===== config.mk =====
export PLATFORM = sky130hd
export DESIGN_NAME = sorted_list_intersection
export DESIGN_NICKNAME = d
export VERILOG_FILES = /design/src/rtl/core/sli_pkg.sv /design/src/rtl/core/sli_list_mem.sv /design/src/rtl/core/sli_ctrl.sv /design/src/rtl/core/sorted_list_intersection.sv
export VERILOG_INCLUDE_DIRS = /design/src /design/src/rtl/core
export SDC_FILE = /design/constraint.sdc
export NUM_CORES = 2
export LEC_CHECK = 0
export ABC_AREA = 1
export BUFFER_PORTS_ARGS = -buffer_cell sky130_fd_sc_hd__buf_2
export CAP_MARGIN = 20
export CORE_AREA = 2 2 418 420
export DETAILED_ROUTE_END_ITERATION = 7
export DIE_AREA = 0 0 420 422
export GPL_TIMING_DRIVEN = 0
export PLACE_DENSITY = 0.65
export SLEW_MARGIN = 10
export SYNTH_ARGS = -nofsm -noshare
export SYNTH_HDL_FRONTEND = slang
export SYNTH_SLANG_ARGS = --single-unit
export TNS_END_PERCENT = 50

===== constraint.sdc =====
create_clock -name clock -period 6.45 [get_ports clock]
set_clock_uncertainty 0.05 [all_clocks]
set_input_delay 0 -clock clock [delete_from_list [all_inputs] [get_ports clock]]
set_output_delay 0 -clock clock [all_outputs]
set_load 0.05 [all_outputs]

===== src/rtl/core/sorted_list_intersection_macros.svh =====
// ----------------------------------------------------------------------------
// Sorted list intersection assertion macros
// Concurrent assertion wrappers used by the sorted list intersection controller.
// ----------------------------------------------------------------------------
`ifndef SORTED_LIST_INTERSECTION_MACROS_SVH
`define SORTED_LIST_INTERSECTION_MACROS_SVH

`ifndef NO_ASSERTIONS
`define SLI_ASSERT(lbl, prop, msg) \
   lbl: assert property (@(posedge clock) disable iff (reset) prop) else $error(msg);
`define SLI_ASSERT_NEVER(lbl, expr, msg) \
   lbl: assert property (@(posedge clock) disable iff (reset) !(expr)) else $error(msg);
`else
`define SLI_ASSERT(lbl, prop, msg)
`define SLI_ASSERT_NEVER(lbl, expr, msg)
`endif

`endif


===== src/rtl/core/sli_pkg.sv =====
// ----------------------------------------------------------------------------
// Sorted list intersection package
// Operation codes and controller state type.
// ----------------------------------------------------------------------------
package sli_pkg;

   typedef enum logic [1:0] {
      OP_LOAD_A = 2'd0,
      OP_LOAD_B = 2'd1,
      OP_RUN    = 2'd2,
      OP_NONE   = 2'd3
   } op_type;

   typedef enum logic [1:0] {
      ST_IDLE,
      ST_FETCH,
      ST_COMPARE,
      ST_FINISH
   } state_type;

endpackage


===== src/rtl/core/sli_list_mem.sv =====
// ----------------------------------------------------------------------------
// Sorted list intersection list memory
// Single write port, single read port, registered read data.
// ----------------------------------------------------------------------------
module sli_list_mem #(
   parameter int DEPTH   = 32,
   parameter int WIDTH   = 32,
   parameter int ADDR_W  = 5
) (
   input  logic                     clock,
   input  logic                     wr_en,
   input  logic [ADDR_W-1:0]        wr_addr,
   input  logic signed [WIDTH-1:0]  wr_data,
   input  logic [ADDR_W-1:0]        rd_addr,
   output logic signed [WIDTH-1:0]  rd_data
);

   logic signed [WIDTH-1:0] mem [DEPTH];
   logic signed [WIDTH-1:0] rd_data_ff;

   always_ff @(posedge clock) begin
      if (wr_en) begin
         mem[wr_addr] <= wr_data;
      end
      rd_data_ff <= mem[rd_addr];
   end

   assign rd_data = rd_data_ff;

endmodule


===== src/rtl/core/sli_ctrl.sv =====
// ----------------------------------------------------------------------------
// Sorted list intersection controller
// Load counters, two-pointer walk, pending match and result register.
// ----------------------------------------------------------------------------
`include "sorted_list_intersection_macros.svh"

module sli_ctrl
   import sli_pkg::*;
#(
   parameter int MAX_LEN = 32,
   parameter int WIDTH   = 32,
   parameter int ADDR_W  = 5,
   parameter int CNT_W   = 6
) (
   input  logic                     clock,
   input  logic                     reset,
   input  logic                     req_valid,
   output logic                     req_stall,
   input  logic [1:0]               req_op,
   output logic                     rsp_valid,
   input  logic                     rsp_stall,
   output logic signed [WIDTH-1:0]  rsp_match_value,
   output logic                     rsp_last,
   output logic                     rsp_empty_res,
   output logic                     wr_en_a,
   output logic                     wr_en_b,
   output logic [ADDR_W-1:0]        wr_addr_a,
   output logic [ADDR_W-1:0]        wr_addr_b,
   output logic [ADDR_W-1:0]        rd_addr_a,
   output logic [ADDR_W-1:0]        rd_addr_b,
   input  logic signed [WIDTH-1:0]  rd_data_a,
   input  logic signed [WIDTH-1:0]  rd_data_b
);

   localparam logic [CNT_W-1:0] FULL = CNT_W'(MAX_LEN);

   state_type               state_ff, state_in;
   logic [CNT_W-1:0]        count_a_ff, count_a_in;
   logic [CNT_W-1:0]        count_b_ff, count_b_in;
   logic [CNT_W-1:0]        ptr_a_ff, ptr_a_in;
   logic [CNT_W-1:0]        ptr_b_ff, ptr_b_in;
   logic                    pend_valid_ff, pend_valid_in;
   logic signed [WIDTH-1:0] pend_value_ff, pend_value_in;
   logic                    rsp_valid_ff, rsp_valid_in;
   logic signed [WIDTH-1:0] rsp_value_ff, rsp_value_in;
   logic                    rsp_last_ff, rsp_last_in;
   logic                    rsp_empty_ff, rsp_empty_in;
   logic                    accept;
   logic                    out_free;
   op_type                  op;

   assign op       = op_type'(req_op);
   assign accept   = req_valid && !req_stall;
   assign out_free = !rsp_valid_ff || !rsp_stall;

   always_ff @(posedge clock) begin
      if (reset) begin
         state_ff      <= ST_IDLE;
         count_a_ff    <= '0;
         count_b_ff    <= '0;
         ptr_a_ff      <= '0;
         ptr_b_ff      <= '0;
         pend_valid_ff <= 1'b0;
         rsp_valid_ff  <= 1'b0;
      end else begin
         state_ff      <= state_in;
         count_a_ff    <= count_a_in;
         count_b_ff    <= count_b_in;
         ptr_a_ff      <= ptr_a_in;
         ptr_b_ff      <= ptr_b_in;
         pend_valid_ff <= pend_valid_in;
         rsp_valid_ff  <= rsp_valid_in;
      end
      pend_value_ff <= pend_value_in;
      rsp_value_ff  <= rsp_value_in;
      rsp_last_ff   <= rsp_last_in;
      rsp_empty_ff  <= rsp_empty_in;
   end

   always_comb begin
      state_in      = state_ff;
      count_a_in    = count_a_ff;
      count_b_in    = count_b_ff;
      ptr_a_in      = ptr_a_ff;
      ptr_b_in      = ptr_b_ff;
      pend_valid_in = pend_valid_ff;
      pend_value_in = pend_value_ff;
      rsp_valid_in  = rsp_valid_ff && rsp_stall;
      rsp_value_in  = rsp_value_ff;
      rsp_last_in   = rsp_last_ff;
      rsp_empty_in  = rsp_empty_ff;
      wr_en_a       = 1'b0;
      wr_en_b       = 1'b0;
      req_stall     = (state_ff != ST_IDLE);

      case (state_ff)
         ST_IDLE: begin
            if (accept) begin
               case (op)
                  OP_LOAD_A: begin
                     if (count_a_ff < FULL) begin
                        wr_en_a    = 1'b1;
                        count_a_in = count_a_ff + CNT_W'(1);
                     end
                  end
                  OP_LOAD_B: begin
                     if (count_b_ff < FULL) begin
                        wr_en_b    = 1'b1;
                        count_b_in = count_b_ff + CNT_W'(1);
                     end
                  end
                  OP_RUN: begin
                     ptr_a_in      = '0;
                     ptr_b_in      = '0;
                     pend_valid_in = 1'b0;
                     state_in      = ST_FETCH;
                  end
                  default: begin
                  end
               endcase
            end
         end
         ST_FETCH: begin
            if (ptr_a_ff >= count_a_ff || ptr_b_ff >= count_b_ff) begin
               state_in = ST_FINISH;
            end else begin
               state_in = ST_COMPARE;
            end
         end
         ST_COMPARE: begin
            if (rd_data_a < rd_data_b) begin
               ptr_a_in = ptr_a_ff + CNT_W'(1);
               state_in = ST_FETCH;
            end else if (rd_data_b < rd_data_a) begin
               ptr_b_in = ptr_b_ff + CNT_W'(1);
               state_in = ST_FETCH;
            end else if (!pend_valid_ff || out_free) begin
               if (pend_valid_ff) begin
                  rsp_valid_in = 1'b1;
                  rsp_value_in = pend_value_ff;
                  rsp_last_in  = 1'b0;
                  rsp_empty_in = 1'b0;
               end
               pend_valid_in = 1'b1;
               pend_value_in = rd_data_a;
               ptr_a_in      = ptr_a_ff + CNT_W'(1);
               ptr_b_in      = ptr_b_ff + CNT_W'(1);
               state_in      = ST_FETCH;
            end
         end
         ST_FINISH: begin
            if (out_free) begin
               rsp_valid_in  = 1'b1;
               rsp_value_in  = pend_valid_ff ? pend_value_ff : '0;
               rsp_last_in   = 1'b1;
               rsp_empty_in  = !pend_valid_ff;
               pend_valid_in = 1'b0;
               count_a_in    = '0;
               count_b_in    = '0;
               state_in      = ST_IDLE;
            end
         end
         default: begin
            state_in = ST_IDLE;
         end
      endcase
   end

   assign wr_addr_a       = count_a_ff[ADDR_W-1:0];
   assign wr_addr_b       = count_b_ff[ADDR_W-1:0];
   assign rd_addr_a       = ptr_a_ff[ADDR_W-1:0];
   assign rd_addr_b       = ptr_b_ff[ADDR_W-1:0];
   assign rsp_valid       = rsp_valid_ff;
   assign rsp_match_value = rsp_value_ff;
   assign rsp_last        = rsp_last_ff;
   assign rsp_empty_res   = rsp_empty_ff;

   `SLI_ASSERT_NEVER(a_count_a_bound, count_a_ff > FULL || count_b_ff > FULL, "count overflow")
   `SLI_ASSERT(a_cmp_in_range,
      state_ff == ST_COMPARE |-> ptr_a_ff < count_a_ff && ptr_b_ff < count_b_ff,
      "pointer out of range")
   `SLI_ASSERT(a_idle_no_pend, state_ff == ST_IDLE |-> !pend_valid_ff, "pending match while idle")
   `SLI_ASSERT(a_finish_clears,
      state_ff == ST_FINISH && out_free |=> state_ff == ST_IDLE && count_a_ff == '0
         && count_b_ff == '0 && rsp_valid_ff && rsp_last_ff,
      "run did not close")

endmodule


===== src/rtl/core/sorted_list_intersection.sv =====
// ----------------------------------------------------------------------------
// Sorted list intersection
// Two list memories walked by a two-pointer controller.
// ----------------------------------------------------------------------------
//  Channel  Direction  Ports                                     Item
//  req      in         req_valid req_stall req_op req_value      load or run
//  rsp      out        rsp_valid rsp_stall rsp_match_value ...   one match
//
// A load item is written while the controller is idle. Each pointer step of a
// run passes through the fetch and compare states, set by the registered read
// of the list memories, and the run closes in the finish state. Results leave
// through an output register. Reset clears the counts and control state; the
// memories need no clearing. A stalled output holds the walk on the next match.
// ----------------------------------------------------------------------------
module sorted_list_intersection
   import sli_pkg::*;
#(
   parameter int MAX_LEN     = 32,
   parameter int VALUE_WIDTH = 32
) (
   input  logic                           clock,
   input  logic                           reset,
   input  logic                           req_valid,
   output logic                           req_stall,
   input  logic [1:0]                     req_op,
   input  logic signed [VALUE_WIDTH-1:0]  req_value,
   output logic                           rsp_valid,
   input  logic                           rsp_stall,
   output logic signed [VALUE_WIDTH-1:0]  rsp_match_value,
   output logic                           rsp_last,
   output logic                           rsp_empty_res
);

   localparam int ADDR_W = (MAX_LEN > 1) ? $clog2(MAX_LEN) : 1;
   localparam int CNT_W  = $clog2(MAX_LEN + 1);

   logic                          wr_en_a, wr_en_b;
   logic [ADDR_W-1:0]             wr_addr_a, wr_addr_b;
   logic [ADDR_W-1:0]             rd_addr_a, rd_addr_b;
   logic signed [VALUE_WIDTH-1:0] rd_data_a, rd_data_b;

   sli_list_mem #(
      .DEPTH  (MAX_LEN),
      .WIDTH  (VALUE_WIDTH),
      .ADDR_W (ADDR_W)
   ) u_mem_a (
      .clock   (clock),
      .wr_en   (wr_en_a),
      .wr_addr (wr_addr_a),
      .wr_data (req_value),
      .rd_addr (rd_addr_a),
      .rd_data (rd_data_a)
   );

   sli_list_mem #(
      .DEPTH  (MAX_LEN),
      .WIDTH  (VALUE_WIDTH),
      .ADDR_W (ADDR_W)
   ) u_mem_b (
      .clock   (clock),
      .wr_en   (wr_en_b),
      .wr_addr (wr_addr_b),
      .wr_data (req_value),
      .rd_addr (rd_addr_b),
      .rd_data (rd_data_b)
   );

   sli_ctrl #(
      .MAX_LEN (MAX_LEN),
      .WIDTH   (VALUE_WIDTH),
      .ADDR_W  (ADDR_W),
      .CNT_W   (CNT_W)
   ) u_ctrl (
      .clock           (clock),
      .reset           (reset),
      .req_valid       (req_valid),
      .req_stall       (req_stall),
      .req_op          (req_op),
      .rsp_valid       (rsp_valid),
      .rsp_stall       (rsp_stall),
      .rsp_match_value (rsp_match_value),
      .rsp_last        (rsp_last),
      .rsp_empty_res   (rsp_empty_res),
      .wr_en_a         (wr_en_a),
      .wr_en_b         (wr_en_b),
      .wr_addr_a       (wr_addr_a),
      .wr_addr_b       (wr_addr_b),
      .rd_addr_a       (rd_addr_a),
      .rd_addr_b       (rd_addr_b),
      .rd_data_a       (rd_data_a),
      .rd_data_b       (rd_data_b)
   );

endmodule


After elaboration in Yosys (flattened, before gate mapping):

Memories as Yosys holds them, arrays and structs flattened. A register that Yosys moved wholly into a read port is not among the register bits.
Cells that the tools add are included.
W data, S select, Z words.

* magnitude comparators: 6
* reductions and logical operators: 24
* muxes and demuxes: 67
* bitwise operators: 2
* equal/unequal tests: 20
* add/subtract/negate cells: 4

Operators with widths (number)
* $mux W32: 6
* $mux W6: 15
* $lt A32 B32 Y1: 2
* $pmux W32 S2: 1
* $pmux W6 S2: 4
* $mux W1: 30
* $add A6 B1 Y6 const B: 4
* $reduce_and A5 Y1: 4
* $ge A6 B6 Y1: 2
* $lt A6 B6 Y1 const B: 2
* $mux W2: 6
* $ne A2 B1 Y1 const B: 6
* $ne A2 B2 Y1 const B: 5
* $pmux W2 S4: 1
* $reduce_and A4 Y1: 2
* $reduce_bool A2 Y1: 4
* $reduce_and A7 Y1: 1
* $eq A2 B2 Y1 const B: 3
* $ne A3 B1 Y1 const B: 2
* $pmux W1 S2: 3
* $reduce_and A6 Y1: 1
* $eq A2 B1 Y1 const B: 2
* $logic_not A1 Y1: 4
* $logic_not A2 Y1: 2
* 7 further kinds: 11

* output and inout port bits: 36
* memory bits (writable): 2048
* memories: 2
* register bits: 94
* word-level logic and storage cells: 136

Memories
* u_mem_a.mem: depth 32, width 32, read ports 1, clocked after Yosys merged registers in 1, wr ports 1, RTL line sli_list_mem.sv:18 `logic signed [WIDTH-1:0] mem [DEPTH];`
* u_mem_b.mem: depth 32, width 32, read ports 1, clocked after Yosys merged registers in 1, wr ports 1, RTL line sli_list_mem.sv:18

Depth between registers and ports, before layout:

* depth in word-level cells: 7
* mapped depth: 19
* depth with buffers taken out: 19

Cells and area by module:

From an unflattened synthesis, not the netlist that was laid out.

* cells, all modules: 7645
* area total of the unflattened synthesis: 90031.3 sq um

By module, submodules not included
* sli_list_mem: instances 2, area each 42405.7 sq um, cells each 3536
* sli_ctrl: instances 1, area each 5220.0 sq um, cells each 573

Worst setup path before layout:

No wires, ideal clock.

* path type: flip-flop to flip-flop
* start point: register u_mem_b.rd_data_ff[23] (netlist: u_mem_b.rd_data[23]), read port of u_mem_b.mem
* end point: register u_ctrl.rsp_empty_ff (netlist: u_ctrl.rsp_empty_res) (enable)
* stages on the path, launching flop included: 13
* data arrival time: 4055 ps
* path slack: 1870 ps
* required time: 5925 ps
* period minus slack after synthesis: 4580 ps
* cell sequence: dfxtp_1 inv_1 ha_1 a21o_1 nor2_1 nand2_1 a21oi_4 nand3_2 nand2_4 nand3_1 nand2_1 nand2_1 nor3b_1

* cells in the longest elaborated chain, start to end: 3

RTL lines
* start: declaration: RTL line sli_list_mem.sv:19 `logic signed [WIDTH-1:0] rd_data_ff;`
* $lt A32 B32 Y1, on equally long branches: RTL line sli_ctrl.sv:131, sli_ctrl.sv:134
* $ne A2 B2 Y1 (no source line)
* $reduce_and A6 Y1 (no source line) *
* end signal: assignment: RTL line sli_ctrl.sv:77 `rsp_empty_ff <= rsp_empty_in;`
* end: declaration: RTL line sli_ctrl.sv:47 `logic rsp_empty_ff, rsp_empty_in;`

Every way passes the cells marked *; elsewhere a longest branch is shown, timed or not.
A chain may end at the register's enable or synchronous reset.

==> impl_metrics.yaml <==
outcome:
  status: "completed"
finish:
  seq_area_um2: 65320
  multi_input_comb_area_um2: 18440
  drive_above_1_share_pct: 9.993
  fillCellCount: 13675
  final_area_um2: 99200
  fin_cells: 9331
  num-nets-final: 6924
  syn_to_final_growth_pct: 15.55
  post-route-util_pct: 57.38
clock_network:
  cts_root_buffer: "clkbuf_16"
  cts_max_path_buffers: 3
  insertion_delay_ns: 0.87
  clock-sinks: 2206
  cts-buffers-inserted: 211
  postCtsSetupBuffers: 0
  clk_pin_slew_ns: 0.06
  cts_tree: "done"
  cts_max_level: 4
drt:
  top_layer: "met5"
  drt_first_pass_iters: 8
  m1WireLength_mm: 102.6
  routed-wl-met2_mm: 128.2
  drt_wl_total_mm: 287.3
  vias: 58289
  drt-vias-per-instance: 6.247
  drtIter0Drc: 9361
  drt-wirelength-per-cell_um: 30.79
  ant_nets: 0
  wl_met3_mm: 33.39
  drc: 0
placement:
  dp_slack_ns: 2.975
  io_buffers: 72
  place_inst: 8895
  dp.final_hpwl_mm: 192.3
  dpl_cell_area_um2: 91880
  globalplace.congestion: 1.031
die:
  ios: 74
  chipWidth_um: 420
  initial_utilization_pct: 49.66
  rows: 153
  dieArea_um2: 177200
  coreArea_um2: 172900
  die_h_um: 422
grt:
  grt_start_max_net_pins: 65
  grt_pass1_vias: 55142
  grt_antenna_before_repair: 13
  grt_pass1_wl_mm: 402.3
  grt_overflow_total: 0
  track_usage_pct: 32.10
setup_path:
  required_ns: 7.13
  cp_max_fo: 10
  cp-start-kind: "flip-flop"
  cp_data_arrival_time_ns: 4.27
  end_kind: "flip-flop"
  crit_type: "reg -> reg"
synth:
  synth_area_leaders: "edfxtp_1 74%, o21ai_0 5.9%, nor2_1 5.1%"
  synth.cells.most_frequent: "2114 x edfxtp_1, 1170 x nor2_1, 1019 x o21ai_0"
  synth_simple_gate_area_share_pct: 8.414
  synth_xor_area_share_pct: 0.07142
  syn_nets: 6490
  syn_area_um2: 85850
  synth_top_family_by_area: "compound AO/OA/AOI/OAI gates"
  yosys_warnings: 0
  synth-compound-area-share_pct: 11.64
  netlist.area_leader.share_pct: 73.95
  synth_fa_ha_area_share_pct: 0.7870
  netlist_instances: 6398
  synthFlopType: "edfxtp_1"
  yosysSeqAreaShare_pct: 76.09
  ys_seq_elements: 2206
  async_flop_share_pct: 0
  synth_cell_type_count: 48
  syn_area_per_cell_um2: 13.42
  synth_most_common_cell: "edfxtp_1"
  synth_top_cell_by_area: "edfxtp_1"
  synth_edf_count: 2114
  synthMuxAreaShare_pct: 0
pwr:
  powerDensity_nw_per_um2: 349.4
  cellLeakagePower_nw: 32.38
  peakVddDrop_mv: 0.3370
worst_hold_path:
  min_path_type: "in -> reg"
timing:
  final-hold-violation-count: 0
  max-slew-margin-rel_pct: 25.84
  worst_pin_slew_ns: 1.108
  min_period_ns: 3.591
  clock.fmax_mhz: 278.5
  grt_setup_unrepaired: "false"
  setup_viol: 0
  slew_violations: 0
  post-route-period-util_pct: 55.67
  setup_ws_ns: 2.859
run:
  drv_cap: 0
==> power by group <==
group	leakage (nW)	total, mW	switching (mW)	internal [mW]
logic	9.27	6.19	4.70	1.49
registers	19.8	16.1	0.145	15.9
clock network	3.33	12.4	5.39	7.01
total	32.4	34.7	10.2	24.4
==> worst max-delay path, cell delays in order (launching register included) <==
cell and delay, ns:
dfxtp_1 0.45, buf_6 0.21, buf_6 0.25, inv_8 0.09, clkbuf_1 0.30, o21ai_0 0.28
o22ai_1 0.13, o211ai_1 0.78, nand3_1 0.35, o21ai_1 0.45, inv_1 0.10
==> worst paths after layout <==
kind | start | end | slack (ns) | cells past startpoint
min reg2reg | u_mem_a.rd_data[0] | u_ctrl.pend_value_ff[0] | 0.39 | 0
min | req_value[17] | u_mem_a.mem[5][17] | 0.03 | 2
max reg2reg | u_ctrl.ptr_b_ff[0] | u_mem_b.rd_data[27] | 2.86 | 10
max | u_ctrl.ptr_b_ff[0] | u_mem_b.rd_data[27] | 2.86 | 10
==> cell families (layout without fill, tap and decap cells) <==
| kind of cell | count (synthesis) | in the layout |
|---|---|---|
| flip-flops | 2206 | 2206 |
| AND/OR/NAND/NOR | 1786 | 1786 |
| AO/OA/AOI/OAI | 1727 | 1727 |
| buffers and inverters | 618 | 1225 |
| adder cells (fa/ha/maj) | 54 | 54 |
| XOR/XNOR | 7 | 7 |
| other | 0 | 1 |
==> layout make-up <==
class	instances	share of cell area (%)
clock inverters	116	1.139
multi-input cells	3574	18.59
diodes	1	0.002523
clock buffers	270	5.744
inverters	191	0.7354
plain buffers	427	1.860
flip-flops and latches	2206	65.85
repair buffers	221	3.146
well taps	2325	2.933
==> stage by stage <==
stage,setup TNS (ns),total power [mW],hold WS (ns)
global route,0,35.49,0.03616
finish,0,34.66,0.02686
CTS,0,34.42,0.02592
global placement,-19.12,22.11,0.3752
detailed placement,0,22.27,0.2002
floorplan,0,19.38,0.04887
==> registers in the layout (all words and copies together) (netlist names) <==
signal and flops:
u_mem_a.mem 1024, u_mem_b.mem 1024, u_ctrl.pend_value_ff 32, u_ctrl.rsp_match_value 32, u_mem_a.rd_data 32, u_mem_b.rd_data 32
u_ctrl.count_a_ff 6, u_ctrl.count_b_ff 6, u_ctrl.ptr_a_ff 6, u_ctrl.ptr_b_ff 6, u_ctrl.state_ff 2, u_ctrl.pend_valid_ff 1
u_ctrl.rsp_empty_res 1, u_ctrl.rsp_last 1, u_ctrl.rsp_valid 1
==> repair_timing <==
item / 4_1_cts / 5_1_grt
hold endpoints to repair: 2076 / 0
hold buffers: 48 / 0
resized for setup: 0 / 0
==> cells in the final DEF (no fill, tap or decap), drive strengths merged, types with 2 or more instances in the layout <==
master and instances:
a21o 2, a21oi 34, buf 318, bufinv 20, clkbuf 552, clkinv 86, clkinvlp 7, dfxtp 92
dlygate4sd3 48, edfxtp 2114, ha 54, inv 194, nand2 373, nand3 152, nand4 71, nor2 1176
nor3 9, nor3b 4, o211ai 71, o21a 2, o21ai 1099, o221ai 186, o22ai 326, xnor2 2
xor2 5
==> layer usage <==
layer  up-vias  GRT usage [%]
met3       680          6.565
li1      24768              -
met5         -              0
met2      3942          48.16
met4         2          21.70
met1     28897          42.32
No activity file was read; power rests on OpenSTA's default activity.
